$ cat src/hw/rtl/weighted_deficit_round_robin_defines.svh
// ----------------------------------------------------------------------------
// Weighted deficit round robin assertion macros
// Shared property forms for the scheduler checks.
// ----------------------------------------------------------------------------
`ifndef WEIGHTED_DEFICIT_ROUND_ROBIN_DEFINES_SVH
`define WEIGHTED_DEFICIT_ROUND_ROBIN_DEFINES_SVH

// same-cycle implication
`define WDRR_ASSERT_NOW(lbl, ck, rn, ante, cons, msg) \
    lbl: assert property (@(posedge ck) disable iff (!rn) (ante) |-> (cons)) \
        else $error(msg);

// next-cycle implication
`define WDRR_ASSERT_NEXT(lbl, ck, rn, ante, cons, msg) \
    lbl: assert property (@(posedge ck) disable iff (!rn) (ante) |=> (cons)) \
        else $error(msg);

`endif

$ cat src/hw/rtl/wdrr_pkg.sv
// ----------------------------------------------------------------------------
// Weighted deficit round robin package
// Sizes, register indexes, sequencer states and helpers.
// ----------------------------------------------------------------------------
package wdrr_pkg;

    localparam int NUM_CLASSES = 4;
    localparam int MAX_CLASSES = 4;
    localparam int CREDIT_BITS = 24;
    localparam int CLS_W       = (NUM_CLASSES > 2) ? 2 : 1;
    localparam int CNT_W       = $clog2(NUM_CLASSES + 1);
    localparam int GRANT_CLS_W = 2;
    localparam int LEN_W       = 16;
    localparam int DEFICIT_W   = 16;
    localparam int WEIGHT_W    = 8;
    localparam int WEIGHTS_W   = 32;
    localparam int SUM_W       = WEIGHT_W + 2;
    localparam int PROD_W      = WEIGHT_W + DEFICIT_W;
    localparam int CFG_IDX_W   = 2;
    localparam int CFG_DATA_W  = 32;

    localparam logic [DEFICIT_W-1:0] DEFICIT_RESET = DEFICIT_W'(1500);
    localparam logic [WEIGHTS_W-1:0] WEIGHTS_RESET = 32'h0101_0101;

    localparam logic [CFG_IDX_W-1:0] REG_ROUND_DEFICIT = CFG_IDX_W'(0);
    localparam logic [CFG_IDX_W-1:0] REG_CLASS_WEIGHTS = CFG_IDX_W'(1);

    typedef logic [CREDIT_BITS-1:0] credit_t;
    typedef logic [LEN_W-1:0]       len_t;
    typedef logic [DEFICIT_W-1:0]   quantum_t;

    typedef enum logic [2:0] {
        ST_MUL,
        ST_DSTART,
        ST_DIV,
        ST_IDLE,
        ST_TRY,
        ST_REPL,
        ST_DONE
    } state_t;

    function automatic credit_t sat_add(input credit_t a, input quantum_t b);
        logic [CREDIT_BITS:0] s;
        begin
            s = {1'b0, a} + {{(CREDIT_BITS + 1 - DEFICIT_W){1'b0}}, b};
            sat_add = s[CREDIT_BITS] ? {CREDIT_BITS{1'b1}} : s[CREDIT_BITS-1:0];
        end
    endfunction

endpackage

$ cat src/hw/rtl/wdrr_div.sv
// ----------------------------------------------------------------------------
// Weighted deficit round robin divider
// Restoring divider, one quotient bit per cycle.
// ----------------------------------------------------------------------------
module wdrr_div
(
    input  logic                        clk,
    input  logic                        rst_n,
    input  logic                        start,
    input  logic [wdrr_pkg::PROD_W-1:0] numer,
    input  logic [wdrr_pkg::SUM_W-1:0]  denom,
    output logic                        done,
    output logic [wdrr_pkg::PROD_W-1:0] quot
);
    import wdrr_pkg::*;

    localparam int ITER_W = $clog2(PROD_W + 1);

    logic [PROD_W-1:0] num_reg, num_next;
    logic [SUM_W-1:0]  rem_reg, rem_next;
    logic [SUM_W-1:0]  den_reg, den_next;
    logic [ITER_W-1:0] cnt_reg, cnt_next;
    logic              run_reg, run_next;
    logic              done_reg, done_next;
    logic [SUM_W:0]    trial;

    assign trial = {rem_reg, num_reg[PROD_W-1]};

    always_comb
    begin
        num_next  = num_reg;
        rem_next  = rem_reg;
        den_next  = den_reg;
        cnt_next  = cnt_reg;
        run_next  = run_reg;
        done_next = 1'b0;
        if (start)
        begin
            num_next = numer;
            rem_next = '0;
            den_next = denom;
            cnt_next = ITER_W'(PROD_W);
            run_next = 1'b1;
        end
        else if (run_reg)
        begin
            if (trial >= {1'b0, den_reg})
            begin
                rem_next = SUM_W'(trial - {1'b0, den_reg});
                num_next = {num_reg[PROD_W-2:0], 1'b1};
            end
            else
            begin
                rem_next = trial[SUM_W-1:0];
                num_next = {num_reg[PROD_W-2:0], 1'b0};
            end
            cnt_next = cnt_reg - ITER_W'(1);
            if (cnt_reg == ITER_W'(1))
            begin
                run_next  = 1'b0;
                done_next = 1'b1;
            end
        end
    end

    always_ff @(posedge clk or negedge rst_n)
    begin
        if (!rst_n)
        begin
            run_reg  <= 1'b0;
            done_reg <= 1'b0;
            cnt_reg  <= '0;
        end
        else
        begin
            run_reg  <= run_next;
            done_reg <= done_next;
            cnt_reg  <= cnt_next;
        end
    end

    always_ff @(posedge clk)
    begin
        num_reg <= num_next;
        rem_reg <= rem_next;
        den_reg <= den_next;
    end

    assign done = done_reg;
    assign quot = num_reg;

endmodule

$ cat src/hw/rtl/weighted_deficit_round_robin.sv
// ----------------------------------------------------------------------------
// Weighted deficit round robin scheduler
// Four-class credit scheduler with per-round weighted replenishment.
// ----------------------------------------------------------------------------
// Usage:
//   Item channel: raise start with func and head_len_0..3 while busy is low;
//   the item is taken at that edge and busy rises. Each item returns one
//   result: done pulses for a single cycle with granted, grant_class and
//   grant_len. The receiver cannot stall; the result must be taken then.
//   Sequence: after the accepting edge the block passes through a TRY state
//   for each class tried, a REPL state for the replenish on a wrap, and a
//   DONE state that presents the result; busy drops right after done.
//   Config channel: cfg_valid/cfg_ready with cfg_index and cfg_data. A write
//   reruns the per-class quantum calculation: one multiply and a 24-step
//   serial divide per class, with busy held high throughout.
//   Reset: credits and pointer clear, registers take their defaults and the
//   quantum calculation runs once before the first item is taken.
// ----------------------------------------------------------------------------
`include "weighted_deficit_round_robin_defines.svh"

module weighted_deficit_round_robin
(
    input  logic                                clk,
    input  logic                                rst_n,
    input  logic                                start,
    output logic                                busy,
    input  logic                                func,
    input  logic [wdrr_pkg::LEN_W-1:0]          head_len_0,
    input  logic [wdrr_pkg::LEN_W-1:0]          head_len_1,
    input  logic [wdrr_pkg::LEN_W-1:0]          head_len_2,
    input  logic [wdrr_pkg::LEN_W-1:0]          head_len_3,
    output logic                                done,
    output logic                                granted,
    output logic [wdrr_pkg::GRANT_CLS_W-1:0]    grant_class,
    output logic [wdrr_pkg::LEN_W-1:0]          grant_len,
    input  logic                                cfg_valid,
    output logic                                cfg_ready,
    input  logic [wdrr_pkg::CFG_IDX_W-1:0]      cfg_index,
    input  logic [wdrr_pkg::CFG_DATA_W-1:0]     cfg_data
);
    import wdrr_pkg::*;

    localparam logic [CLS_W-1:0] LAST_CLS = CLS_W'(NUM_CLASSES - 1);

    state_t state_reg, state_next;

    logic [DEFICIT_W-1:0] round_deficit_reg, round_deficit_next;
    logic [WEIGHTS_W-1:0] class_weights_reg, class_weights_next;
    credit_t              credit_reg [NUM_CLASSES];
    credit_t              credit_next [NUM_CLASSES];
    credit_t              work_reg [NUM_CLASSES];
    credit_t              work_next [NUM_CLASSES];
    quantum_t             quantum_reg [NUM_CLASSES];
    quantum_t             quantum_next [NUM_CLASSES];
    len_t                 lens_reg [NUM_CLASSES];
    len_t                 lens_next [NUM_CLASSES];
    len_t                 head_in [MAX_CLASSES];
    logic [CLS_W-1:0]     round_pointer_reg, round_pointer_next;
    logic [CLS_W-1:0]     ptr_reg, ptr_next;
    logic [CLS_W-1:0]     cidx_reg, cidx_next;
    logic [CNT_W-1:0]     tries_reg, tries_next;
    logic                 func_reg, func_next;
    logic                 granted_reg, granted_next;
    logic [CLS_W-1:0]     gcls_reg, gcls_next;
    len_t                 glen_reg, glen_next;
    logic [PROD_W-1:0]    prod_reg, prod_next;

    logic                 cfg_we;
    logic                 div_start;
    logic                 div_done;
    logic [PROD_W-1:0]    div_quot;
    logic [SUM_W-1:0]     weight_sum;
    logic [WEIGHT_W-1:0]  cur_weight;
    len_t                 cur_len;
    credit_t              cur_credit;
    logic                 hit;

    assign head_in[0] = head_len_0;
    assign head_in[1] = head_len_1;
    assign head_in[2] = head_len_2;
    assign head_in[3] = head_len_3;

    always_comb
    begin
        weight_sum = '0;
        for (int i = 0; i < NUM_CLASSES; i++)
        begin
            weight_sum = weight_sum
                + SUM_W'(class_weights_reg[i*WEIGHT_W +: WEIGHT_W]);
        end
    end

    assign cur_weight = class_weights_reg[cidx_reg*WEIGHT_W +: WEIGHT_W];
    assign cur_len    = lens_reg[ptr_reg];
    assign cur_credit = work_reg[ptr_reg];
    assign hit = (cur_len != '0)
        && ({{(CREDIT_BITS - LEN_W){1'b0}}, cur_len} <= cur_credit);

    assign cfg_we = cfg_valid && cfg_ready;

    wdrr_div u_div
    (
        .clk   (clk),
        .rst_n (rst_n),
        .start (div_start),
        .numer (prod_reg),
        .denom (weight_sum),
        .done  (div_done),
        .quot  (div_quot)
    );

    // next state
    always_comb
    begin
        state_next = state_reg;
        unique case (state_reg)
            ST_MUL:
            begin
                if (!cfg_we)
                    state_next = ST_DSTART;
            end
            ST_DSTART:
            begin
                state_next = cfg_we ? ST_MUL : ST_DIV;
            end
            ST_DIV:
            begin
                if (cfg_we)
                    state_next = ST_MUL;
                else if (div_done)
                    state_next = (cidx_reg == LAST_CLS) ? ST_IDLE : ST_MUL;
            end
            ST_IDLE:
            begin
                if (start)
                    state_next = ST_TRY;
                else if (cfg_we)
                    state_next = ST_MUL;
            end
            ST_TRY:
            begin
                if (ptr_reg == LAST_CLS)
                    state_next = ST_REPL;
                else if (hit || tries_reg == CNT_W'(NUM_CLASSES - 1))
                    state_next = ST_DONE;
            end
            ST_REPL:
            begin
                if (granted_reg || tries_reg == CNT_W'(NUM_CLASSES))
                    state_next = ST_DONE;
                else
                    state_next = ST_TRY;
            end
            ST_DONE:
            begin
                state_next = ST_IDLE;
            end
            default:
            begin
                state_next = ST_IDLE;
            end
        endcase
    end

    // control outputs
    always_comb
    begin
        busy      = 1'b1;
        done      = 1'b0;
        cfg_ready = 1'b1;
        div_start = 1'b0;
        unique case (state_reg)
            ST_MUL, ST_DIV:
            begin
            end
            ST_DSTART:
            begin
                div_start = 1'b1;
            end
            ST_IDLE:
            begin
                busy      = 1'b0;
                cfg_ready = !start;
            end
            ST_TRY, ST_REPL:
            begin
                cfg_ready = 1'b0;
            end
            ST_DONE:
            begin
                done      = 1'b1;
                cfg_ready = 1'b0;
            end
            default:
            begin
            end
        endcase
    end

    // datapath
    always_comb
    begin
        round_deficit_next = round_deficit_reg;
        class_weights_next = class_weights_reg;
        round_pointer_next = round_pointer_reg;
        ptr_next           = ptr_reg;
        cidx_next          = cidx_reg;
        tries_next         = tries_reg;
        func_next          = func_reg;
        granted_next       = granted_reg;
        gcls_next          = gcls_reg;
        glen_next          = glen_reg;
        prod_next          = prod_reg;
        credit_next        = credit_reg;
        work_next          = work_reg;
        quantum_next       = quantum_reg;
        lens_next          = lens_reg;

        if (cfg_we)
        begin
            cidx_next = '0;
            case (cfg_index)
                REG_ROUND_DEFICIT: round_deficit_next = cfg_data[DEFICIT_W-1:0];
                REG_CLASS_WEIGHTS: class_weights_next = cfg_data[WEIGHTS_W-1:0];
                default:
                begin
                end
            endcase
        end

        case (state_reg)
            ST_MUL:
            begin
                prod_next = cur_weight * round_deficit_reg;
            end
            ST_DIV:
            begin
                if (div_done && !cfg_we)
                begin
                    quantum_next[cidx_reg] = (weight_sum == '0) ? '0
                        : div_quot[DEFICIT_W-1:0];
                    cidx_next = cidx_reg + CLS_W'(1);
                end
            end
            ST_IDLE:
            begin
                if (start)
                begin
                    func_next    = func;
                    ptr_next     = round_pointer_reg;
                    tries_next   = '0;
                    granted_next = 1'b0;
                    gcls_next    = '0;
                    glen_next    = '0;
                    work_next    = credit_reg;
                    for (int i = 0; i < NUM_CLASSES; i++)
                        lens_next[i] = head_in[i];
                end
            end
            ST_TRY:
            begin
                if (hit)
                begin
                    work_next[ptr_reg] = cur_credit
                        - {{(CREDIT_BITS - LEN_W){1'b0}}, cur_len};
                    granted_next = 1'b1;
                    gcls_next    = ptr_reg;
                    glen_next    = cur_len;
                end
                else
                begin
                    tries_next = tries_reg + CNT_W'(1);
                end
                ptr_next = (ptr_reg == LAST_CLS) ? '0 : ptr_reg + CLS_W'(1);
            end
            ST_REPL:
            begin
                for (int i = 0; i < NUM_CLASSES; i++)
                    work_next[i] = sat_add(work_reg[i], quantum_reg[i]);
            end
            ST_DONE:
            begin
                if (!func_reg)
                begin
                    credit_next        = work_reg;
                    round_pointer_next = ptr_reg;
                end
            end
            default:
            begin
            end
        endcase
    end

    always_ff @(posedge clk or negedge rst_n)
    begin
        if (!rst_n)
        begin
            state_reg         <= ST_MUL;
            round_deficit_reg <= DEFICIT_RESET;
            class_weights_reg <= WEIGHTS_RESET;
            round_pointer_reg <= '0;
            cidx_reg          <= '0;
            tries_reg         <= '0;
            for (int i = 0; i < NUM_CLASSES; i++)
            begin
                credit_reg[i]  <= '0;
                quantum_reg[i] <= '0;
            end
        end
        else
        begin
            state_reg         <= state_next;
            round_deficit_reg <= round_deficit_next;
            class_weights_reg <= class_weights_next;
            round_pointer_reg <= round_pointer_next;
            cidx_reg          <= cidx_next;
            tries_reg         <= tries_next;
            credit_reg        <= credit_next;
            quantum_reg       <= quantum_next;
        end
    end

    always_ff @(posedge clk)
    begin
        ptr_reg     <= ptr_next;
        func_reg    <= func_next;
        granted_reg <= granted_next;
        gcls_reg    <= gcls_next;
        glen_reg    <= glen_next;
        prod_reg    <= prod_next;
        work_reg    <= work_next;
        lens_reg    <= lens_next;
    end

    assign granted     = granted_reg;
    assign grant_class = GRANT_CLS_W'(gcls_reg);
    assign grant_len   = glen_reg;

    `WDRR_ASSERT_NEXT(a_done_single, clk, rst_n, done, !done && !busy, "done held or busy after result")
    `WDRR_ASSERT_NOW(a_miss_clear, clk, rst_n, done && !granted, grant_len == '0 && grant_class == '0, "miss result not cleared")
    `WDRR_ASSERT_NOW(a_grant_len, clk, rst_n, done && granted, grant_len != '0, "grant of an empty class")
    `WDRR_ASSERT_NEXT(a_peek_keeps, clk, rst_n, done && func_reg, $stable(round_pointer_reg), "peek moved the pointer")

endmodule
$ cat config.mk
export PLATFORM = sky130hd
export DESIGN_NAME = weighted_deficit_round_robin
export DESIGN_NICKNAME = d
export VERILOG_FILES = /design/src/hw/rtl/wdrr_pkg.sv /design/src/hw/rtl/wdrr_div.sv /design/src/hw/rtl/weighted_deficit_round_robin.sv
export VERILOG_INCLUDE_DIRS = /design/src /design/src/hw/rtl
export SDC_FILE = /design/constraint.sdc
export NUM_CORES = 1
export LEC_CHECK = 0
export BUFFER_PORTS_ARGS = -buffer_cell sky130_fd_sc_hd__buf_2
export CAP_MARGIN = 30
export CORE_MARGIN = 2
export CORE_UTILIZATION = 40
export DETAILED_ROUTE_END_ITERATION = 16
export GPL_TIMING_DRIVEN = 0
export PLACE_DENSITY = 0.62
export SYNTH_ARGS = -nofsm -noshare
export SYNTH_HDL_FRONTEND = slang
export SYNTH_SLANG_ARGS = --single-unit
$ cat constraint.sdc
create_clock -name clk -period 8.8 [get_ports clk]
set_input_delay 0.88 -clock clk [delete_from_list [all_inputs] [get_ports clk]]
set_output_delay 0.88 -clock clk [all_outputs]
set_load 0.1 [all_outputs]
==> impl_metrics.sql, run 1 <==
INSERT INTO impl_metrics (metric_group, metric, value, unit) VALUES
('detailed_routing', 'routed_wl_met2', '43100', 'µm'),
('clocking', 'clockRootBuffer', 'sky130_fd_sc_hd__clkbuf_16', ''),
('global_routing', 'first_global_vias', '22622', ''),
('worst_setup_path', 'worstPathMaxFanout', '53', ''),
('placement', 'buffer_ports.inserted', '124', ''),
('global_routing', 'grt_overflow', '0', ''),
('yosys', 'post_synth_edffs', '240', ''),
('yosys', 'synth_compound_gate_area_share', '0.141', ''),
('clocking', 'clock_slew_at_reported_path_ffs', '60', 'ps'),
('timing', 'fmax', '128', 'MHz'),
('yosys', 'synth.area.top_cells', 'sky130_fd_sc_hd__edfxtp_1, sky130_fd_sc_hd__dfrtp_1, sky130_fd_sc_hd__fa_1, sky130_fd_sc_hd__ha_1, sky130_fd_sc_hd__mux2_2', ''),
('layout', 'synthToLayoutAreaGrowth', '12.3', '%'),
('yosys', 'async_flop_share', '0.474', ''),
('yosys', 'synth_top_cells_by_count', 'sky130_fd_sc_hd__edfxtp_1, sky130_fd_sc_hd__nand2_1, sky130_fd_sc_hd__dfrtp_1', ''),
('layout', 'fillers', '7169', ''),
('detailed_routing', 'drt_first_pass_iters', '5', ''),
('detailed_routing', 'dr.first_iter.drc_count', '2308', ''),
('clocking', 'cts-hold-fix-buffers', '0', ''),
('layout', 'design.final.nets', '3391', ''),
('floorplanning', 'initial_core_util', '0.402', ''),
('detailed_routing', 'wirelength', '93000', 'µm'),
('yosys', 'synth-seq-area-share', '0.430', ''),
('timing', 'timing.slew.headroom', '0.258', ''),
('layout', 'antenna_cells', '0', ''),
('worst_setup_path', 'timing.critical_path.to_type', 'register', ''),
('run', 'drv_cap', '0', ''),
('yosys', 'postSynthRegisterBits', '475', ''),
('yosys', 'yosysTopAreaCellShare', '0.237', ''),
('timing', 'rsz_0062_raised_after_global_routing', 'false', ''),
('yosys', 'synthesis.area', '30400', 'µm²'),
('worst_setup_path', 'crit_path_start_kind', 'register', ''),
('outcome', 'outcome', 'completed', ''),
('detailed_routing', 'route.detailed.wl_per_inst', '23.0', 'µm'),
('clocking', 'tritoncts', 'yes', ''),
('placement', 'gp_congestion', '0.969', ''),
('worst_setup_path', 'cp_data_arrival_time', '8060', 'ps'),
('floorplanning', 'die_width', '280', 'µm'),
('yosys', 'postSynthAreaPerCell', '10.7', 'µm²'),
('yosys', 'synthesis.yosys.warnings', '0', ''),
('floorplanning', 'dieArea', '78200', 'µm²'),
('worst_setup_path', 'worstReg2RegStart', 'ptr_reg[0]', ''),
('timing', 'final_max_slew_viol_count', '0', ''),
('placement', 'dp_cells', '3945', ''),
('global_routing', 'grt_pass1_wl', '142000', 'µm'),
('clocking', 'cts-root-to-sink-buffers', '3', ''),
('clocking', 'clock_tree.htree_level_count', '2', ''),
('clocking', 'number_of_setup_buffers_added_after_cts', '0', ''),
('yosys', 'yosys.cell_count.top_type', 'sky130_fd_sc_hd__edfxtp_1', ''),
('detailed_routing', 'dr_total_vias', '23142', ''),
('yosys', 'postSynthCellCount', '2832', ''),
('yosys', 'adder_and_majority_cell_fraction_of_the_synthesized_area', '0.134', ''),
('yosys', 'synth-xor-area-share', '0.0317', ''),
('detailed_routing', 'met1_length', '39200', 'µm'),
('worst_setup_path', 'worst_setup_path_startpoint', 'ptr_reg[0]', ''),
('clocking', 'cts-buffers-inserted', '52', ''),
('placement', 'dpl.hpwl', '70300', 'µm'),
('worst_setup_path', 'timing_worst_setup_path_type', 'reg -> reg', ''),
('timing', 'report.final.hold_viol_count', '0', ''),
('layout', 'share_of_post_route_cells_with_drive_strength_above_1', '0.168', ''),
('floorplanning', 'placeableCoreArea', '75600', 'µm²'),
('floorplanning', 'row_count', '101', ''),
('detailed_routing', 'wl_met3', '7360', 'µm'),
('min_path', 'hold_path_class', 'in -> async', ''),
('timing', 'timing_worst_slew_pin_value', '1100', 'ps'),
('detailed_routing', 'post_route_antenna_net_violation_count', '0', ''),
('detailed_routing', 'vias_per_cell', '5.72', ''),
('global_routing', 'initial_antenna_violation_count', '1', ''),
('yosys', 'muxShareOfSynthArea', '0.0979', ''),
('clocking', 'clk_latency', '620', 'ps'),
('detailed_routing', 'detail_route.drc_violations', '0', ''),
('yosys', 'syn-num-nets', '3197', '');
==> cells in the final DEF, fill, tap and decap left out, types with 11 or more instances in the layout <==
master                      count
sky130_fd_sc_hd__a31o_2        66
sky130_fd_sc_hd__nand3_1       39
sky130_fd_sc_hd__and3_1        18
sky130_fd_sc_hd__o21ai_0      160
sky130_fd_sc_hd__dfstp_2       11
sky130_fd_sc_hd__xnor2_1       70
sky130_fd_sc_hd__nor2b_1       28
sky130_fd_sc_hd__mux4_2        46
sky130_fd_sc_hd__edfxtp_1     240
sky130_fd_sc_hd__nor3_1        31
sky130_fd_sc_hd__ha_1         156
sky130_fd_sc_hd__clkbuf_1     134
sky130_fd_sc_hd__dfrtp_1      214
sky130_fd_sc_hd__nand2_1      235
sky130_fd_sc_hd__nand2b_1      21
sky130_fd_sc_hd__nand4_1       11
sky130_fd_sc_hd__o22ai_1       35
sky130_fd_sc_hd__o21bai_1      11
sky130_fd_sc_hd__or3_1         12
sky130_fd_sc_hd__fa_1         106
sky130_fd_sc_hd__buf_2        130
sky130_fd_sc_hd__xor2_1        40
sky130_fd_sc_hd__a211oi_1      31
sky130_fd_sc_hd__buf_1         19
sky130_fd_sc_hd__mux2i_1       14
sky130_fd_sc_hd__inv_1        180
sky130_fd_sc_hd__mux2_2       155
sky130_fd_sc_hd__o31ai_1       11
sky130_fd_sc_hd__nor2_1       176
sky130_fd_sc_hd__a21oi_1      174
sky130_fd_sc_hd__and2_1       180
sky130_fd_sc_hd__clkbuf_16     53
sky130_fd_sc_hd__a31oi_1       23
sky130_fd_sc_hd__o21a_1        20
sky130_fd_sc_hd__a21o_1        48
==> critical path, cell delays in order (launching register included) <==
cell and delay (ps):
sky130_fd_sc_hd__edfxtp_1 400, sky130_fd_sc_hd__clkbuf_1 330, sky130_fd_sc_hd__buf_2 460, sky130_fd_sc_hd__buf_2 500, sky130_fd_sc_hd__buf_1 750, sky130_fd_sc_hd__buf_2 510, sky130_fd_sc_hd__mux4_2 630, sky130_fd_sc_hd__ha_1 400
sky130_fd_sc_hd__a21oi_1 120, sky130_fd_sc_hd__o21ai_0 200, sky130_fd_sc_hd__a21oi_1 190, sky130_fd_sc_hd__o41ai_1 1030, sky130_fd_sc_hd__or2_2 290, sky130_fd_sc_hd__o41ai_1 110, sky130_fd_sc_hd__nand2_1 390, sky130_fd_sc_hd__and2_4 680
sky130_fd_sc_hd__buf_16 340
==> stage by stage <==
stage / setup slack, ps / hold WS, ps / area (µm²) / util / setup TNS, ps
after global routing: 540 / 95.1 / 34100 / 0.452 / 0
after global placement: -1750 / 484 / 32200 / 0.426 / -167460
after floorplan: 1660 / 475 / 30400 / - / 0
after detailed placement: 1140 / 490 / 32500 / 0.429 / 0
after CTS: 1090 / 78.5 / 34100 / 0.451 / 0
final: 1010 / 94.3 / 34100 / 0.452 / 0
==> worst paths after layout <==
path	cells past startpoint	end	slack, ps
worst max register to register	16	work_reg[63]	1010
worst min register to register	2	u_div.quot[10]	500
max in group asynchronous	2	round_deficit_reg[13]	7800
worst max-delay path	16	work_reg[63]	1010
min in group clk	1	lens_reg[20]	440
worst min-delay path	1	credit_reg[18]	90
==> layer usage <==
metal	vias up	track usage
met3	195	0.0374
li1	10565	-
met1	11410	0.326
met2	970	0.382
met4	2	0.0835
met5	-	0
==> cell families (layout without fill, tap and decap cells) <==
family | count (synthesis) | after routing
fa+ha+maj | 262 | 262
simple gates | 784 | 784
compound gates | 664 | 664
mux | 217 | 217
xor+xnor | 110 | 110
buf+inv | 320 | 558
flops | 475 | 475
==> area by class of cell <==
type	instances	area [µm²]	share of cell area
Sequential cell	475	13100	0.382
Clock buffer	84	1520	0.0446
Timing Repair Buffer	140	901	0.0264
Multi-Input combinational cell	2037	16100	0.473
Tap cell	978	1220	0.0359
Buffer	138	534	0.0157
Clock inverter	14	78.8	0.00231
Inverter	182	683	0.0200
Power of run 1 is left out: the tool's default activity adds up to more than one toggle a clock period on the data nets, which glitch-free logic cannot reach.
==> run 2, diff against run 1 <==
--- a/config.mk
+++ b/config.mk
@@ -12,7 +12,7 @@
 export CORE_UTILIZATION = 40
 export DETAILED_ROUTE_END_ITERATION = 16
 export GPL_TIMING_DRIVEN = 0
-export PLACE_DENSITY = 0.62
+export PLACE_DENSITY = 0.64
 export SYNTH_ARGS = -nofsm -noshare
 export SYNTH_HDL_FRONTEND = slang
 export SYNTH_SLANG_ARGS = --single-unit
==> constraint.sdc (replaced) <==
create_clock -name clk -period 7.15 [get_ports clk]
set_input_delay 0.715 -clock clk [delete_from_list [all_inputs] [get_ports clk]]
set_output_delay 0.715 -clock clk [all_outputs]
set_load 0.1 [all_outputs]
==> run 2 against run 1 <==
Compared with the run above: die area unchanged; register-to-register slack lost 610 ps; core utilization is 0.20 points higher; via count increased by 0.86%; design area grew 0.44%; maximum frequency is 15% higher; clock skew decreased by 9.2 ps; cell count is 0.12% lower; largest cell class unchanged; critical path depth down 1.
==> impl_metrics.sql, run 2 (synthesized netlist as in run 1, its figures left out) <==
INSERT INTO impl_metrics (metric_group, metric, value, unit) VALUES
('outcome', 'outcome', 'completed', ''),
('clocking', 'cts-root-to-sink-buffers', '3', ''),
('timing', 'report.final.hold_viol_count', '0', ''),
('clocking', 'clock_tree.htree_level_count', '2', ''),
('clocking', 'tritoncts', 'yes', ''),
('global_routing', 'initial_antenna_violation_count', '2', ''),
('worst_setup_path', 'worstReg2RegStart', 'ptr_reg[0]', ''),
('global_routing', 'groute.layer.met2.usage', '0.375', ''),
('global_routing', 'grt_pass1_wl', '140000', 'µm'),
('global_routing', 'groute.usage.overall', '0.236', ''),
('timing', 'clock-skew-final', '22.8', 'ps'),
('worst_setup_path', 'setup.reg_to_reg.worst_slack', '400', 'ps'),
('layout', 'layout.cells.most_common', 'sky130_fd_sc_hd__edfxtp_1', ''),
('layout', 'synthToLayoutAreaGrowth', '12.8', '%'),
('worst_setup_path', 'timing.critical_path.required', '7470', 'ps'),
('worst_setup_path', 'worst_path_max_delay_cell', 'sky130_fd_sc_hd__mux4_2', ''),
('layout', 'share_of_post_route_cells_with_drive_strength_above_1', '0.173', ''),
('global_routing', 'global_route.peak_usage_layer', 'met2', ''),
('placement', 'dp_cells', '3945', ''),
('clocking', 'clk_latency', '620', 'ps'),
('worst_setup_path', 'cpLargestDelayFamily', 'buffers and inverters', ''),
('clocking', 'clockRootBuffer', 'sky130_fd_sc_hd__clkbuf_16', ''),
('clocking', 'tritoncts_num_sinks', '475', ''),
('floorplanning', 'dieArea', '78200', 'µm²'),
('global_routing', 'pin_count_of_the_biggest_net_entering_global_routing', '108', ''),
('min_path', 'whs_endpoint', 'lens_reg[31]', ''),
('placement', 'instance_area_at_placement', '32500', 'µm²'),
('floorplanning', 'row_count', '101', ''),
('layout', 'antenna_cells', '0', ''),
('clocking', 'clock_slew_at_reported_path_ffs', '60', 'ps'),
('detailed_routing', 'drt_first_pass_iters', '8', ''),
('worst_setup_path', 'timing.critical_path.to_type', 'register', ''),
('worst_setup_path', 'worst_r2r_endpoint', 'work_reg[46]', ''),
('layout', 'design.final.nets', '3386', ''),
('floorplanning', 'chipHeight', '280', 'µm'),
('layout', 'most_frequent_cells_in_the_layout', 'sky130_fd_sc_hd__edfxtp_1, sky130_fd_sc_hd__nand2_1, sky130_fd_sc_hd__dfrtp_1', ''),
('worst_setup_path', 'ff2ff_path_depth', '15', ''),
('detailed_routing', 'detail_route.drc_violations', '0', ''),
('global_routing', 'global_route.usage.met3', '0.0422', ''),
('timing', 'timing.slew.headroom', '0.253', ''),
('floorplanning', 'pin_count', '125', ''),
('layout', 'fillers', '7105', ''),
('timing', 'timing_worst_slew_pin_value', '1120', 'ps'),
('run', 'drv_cap', '0', ''),
('floorplanning', 'die_width', '280', 'µm'),
('layout', 'fin_util', '0.454', ''),
('detailed_routing', 'wirelength', '92700', 'µm'),
('global_routing', 'grt_overflow', '0', ''),
('timing', 'finalSetupViolCount', '0', ''),
('global_routing', 'first_global_vias', '22739', ''),
('timing', 'fmax', '148', 'MHz'),
('min_path', 'whs_path_depth', '1', ''),
('timing', 'final_max_slew_viol_count', '0', ''),
('placement', 'gp_congestion', '0.985', ''),
('worst_setup_path', 'timing_worst_setup_path_type', 'reg -> reg', ''),
('timing', 'layout_min_cycle_time', '6750', 'ps'),
('layout', 'design_area', '34300', 'µm²'),
('detailed_routing', 'dr.first_iter.drc_count', '2439', ''),
('min_path', 'hold_path_class', 'in -> reg', ''),
('detailed_routing', 'vias_per_cell', '5.77', ''),
('clocking', 'cts-buffers-inserted', '52', ''),
('layout', 'final_non_filler_cell_total', '4043', ''),
('worst_setup_path', 'crit_path_start_kind', 'register', ''),
('min_path', 'hold_path.startpoint', 'head_len_2[15]', ''),
('detailed_routing', 'post_route_antenna_net_violation_count', '0', ''),
('worst_setup_path', 'cp_num_buf_inv', '5', ''),
('global_routing', 'global_route.usage.met1', '0.318', ''),
('detailed_routing', 'dr_total_vias', '23341', ''),
('worst_setup_path', 'critical_path.cell_chain', 'clkbuf_1 > buf_2 > buf_4 > buf_2 > mux4_2 > fa_1 > a21oi_1 > o21ai_0 > a21oi_1 > o41ai_2 > or2_2 > o41ai_1 > nand2_1 > and2_4 > buf_16', ''),
('floorplanning', 'placeableCoreArea', '75600', 'µm²'),
('timing', 'timing.final.crit_share', '0.945', ''),
('floorplanning', 'initial_core_util', '0.402', ''),
('placement', 'buffer_ports.inserted', '124', ''),
('worst_setup_path', 'worstPathMaxFanout', '55', ''),
('timing', 'fin_hold_ws', '270', 'ps'),
('worst_setup_path', 'cp_data_arrival_time', '7070', 'ps'),
('timing', 'rsz_0062_raised_after_global_routing', 'false', ''),
('placement', 'dpl.hpwl', '70100', 'µm'),
('worst_setup_path', 'critical-path-max-stage-delay', '620', 'ps'),
('detailed_routing', 'route.detailed.wl_per_inst', '22.9', 'µm');
-- run 2: cell count changes in the layout (fill, tap and decap cells not counted), moves of 2 or more --
cell                              before  now
sky130_fd_sc_hd__clkinvlp_4            2    6
sky130_fd_sc_hd__clkinv_2              7   14
sky130_fd_sc_hd__bufinv_16             0    5
sky130_fd_sc_hd__clkbuf_1            134  111
sky130_fd_sc_hd__buf_1                19   16
sky130_fd_sc_hd__buf_2               130  128
sky130_fd_sc_hd__buf_8                 8    4
sky130_fd_sc_hd__clkinv_1              4    7
sky130_fd_sc_hd__clkdlybuf4s15_1       0    2
-- run 2: per-layer routing --
metal	routed length, µm	part of all wire
met5	27	0.00029
met4	4250	0.046
met3	7480	0.081
met2	42100	0.45
met1	38800	0.42
-- run 2: worst max path at each step --
stage                          start      endpoint  slack [ps]  depth (start not counted)
after floorplan           ptr_reg[0]   work_reg[0]          10                         15
after global placement    ptr_reg[0]  work_reg[64]       -3300                         15
after detailed placement  ptr_reg[0]  work_reg[64]        -440                         16
after CTS                 ptr_reg[1]  work_reg[63]          70                         15
after global routing      ptr_reg[0]  work_reg[69]          60                         15
final                     ptr_reg[0]  work_reg[46]         400                         15
-- run 2: worst register-to-register path: cells and delay by family (launching register included) --
kind / cells / cell delay [ps]
AOI/OAI and AO/OA: 5 / 1500
adders and majority gates: 1 / 430
buffers and inverters: 5 / 2080
DFF: 1 / 420
muxes: 1 / 630
and+or+nand+nor: 3 / 1320
-- run 2: timing repair --
| action | 4_1_cts | 5_1_grt |
|---|---|---|
| gates resized for setup | 1 | 7 |
| setup endpoints to repair | 96 | 99 |
| setup buffers | 0 | 0 |
| hold endpoints to repair | 30 | 0 |
| hold buffers | 1 | 0 |
-- run 2: stage by stage --
step	setup TNS (ps)	setup slack, ps
2_1_floorplan	0	11.0
3_3_place_gp	-334520	-3300
3_5_place_dp	-27000	-442
4_1_cts	0	70.4
5_1_grt	0	60.4
6_report	0	396
-- run 2: area by class of cell --
cell class | instances | area, µm² | area share
Buffer | 136 | 543 | 0.0158
Clock buffer | 63 | 1460 | 0.0425
Clock inverter | 35 | 323 | 0.00942
Inverter | 182 | 683 | 0.0199
Multi-Input combinational cell | 2037 | 16100 | 0.471
Sequential cell | 475 | 13100 | 0.381
Tap cell | 978 | 1220 | 0.0357
Timing Repair Buffer | 137 | 857 | 0.0250
Power of run 2 is left out for the same reason.
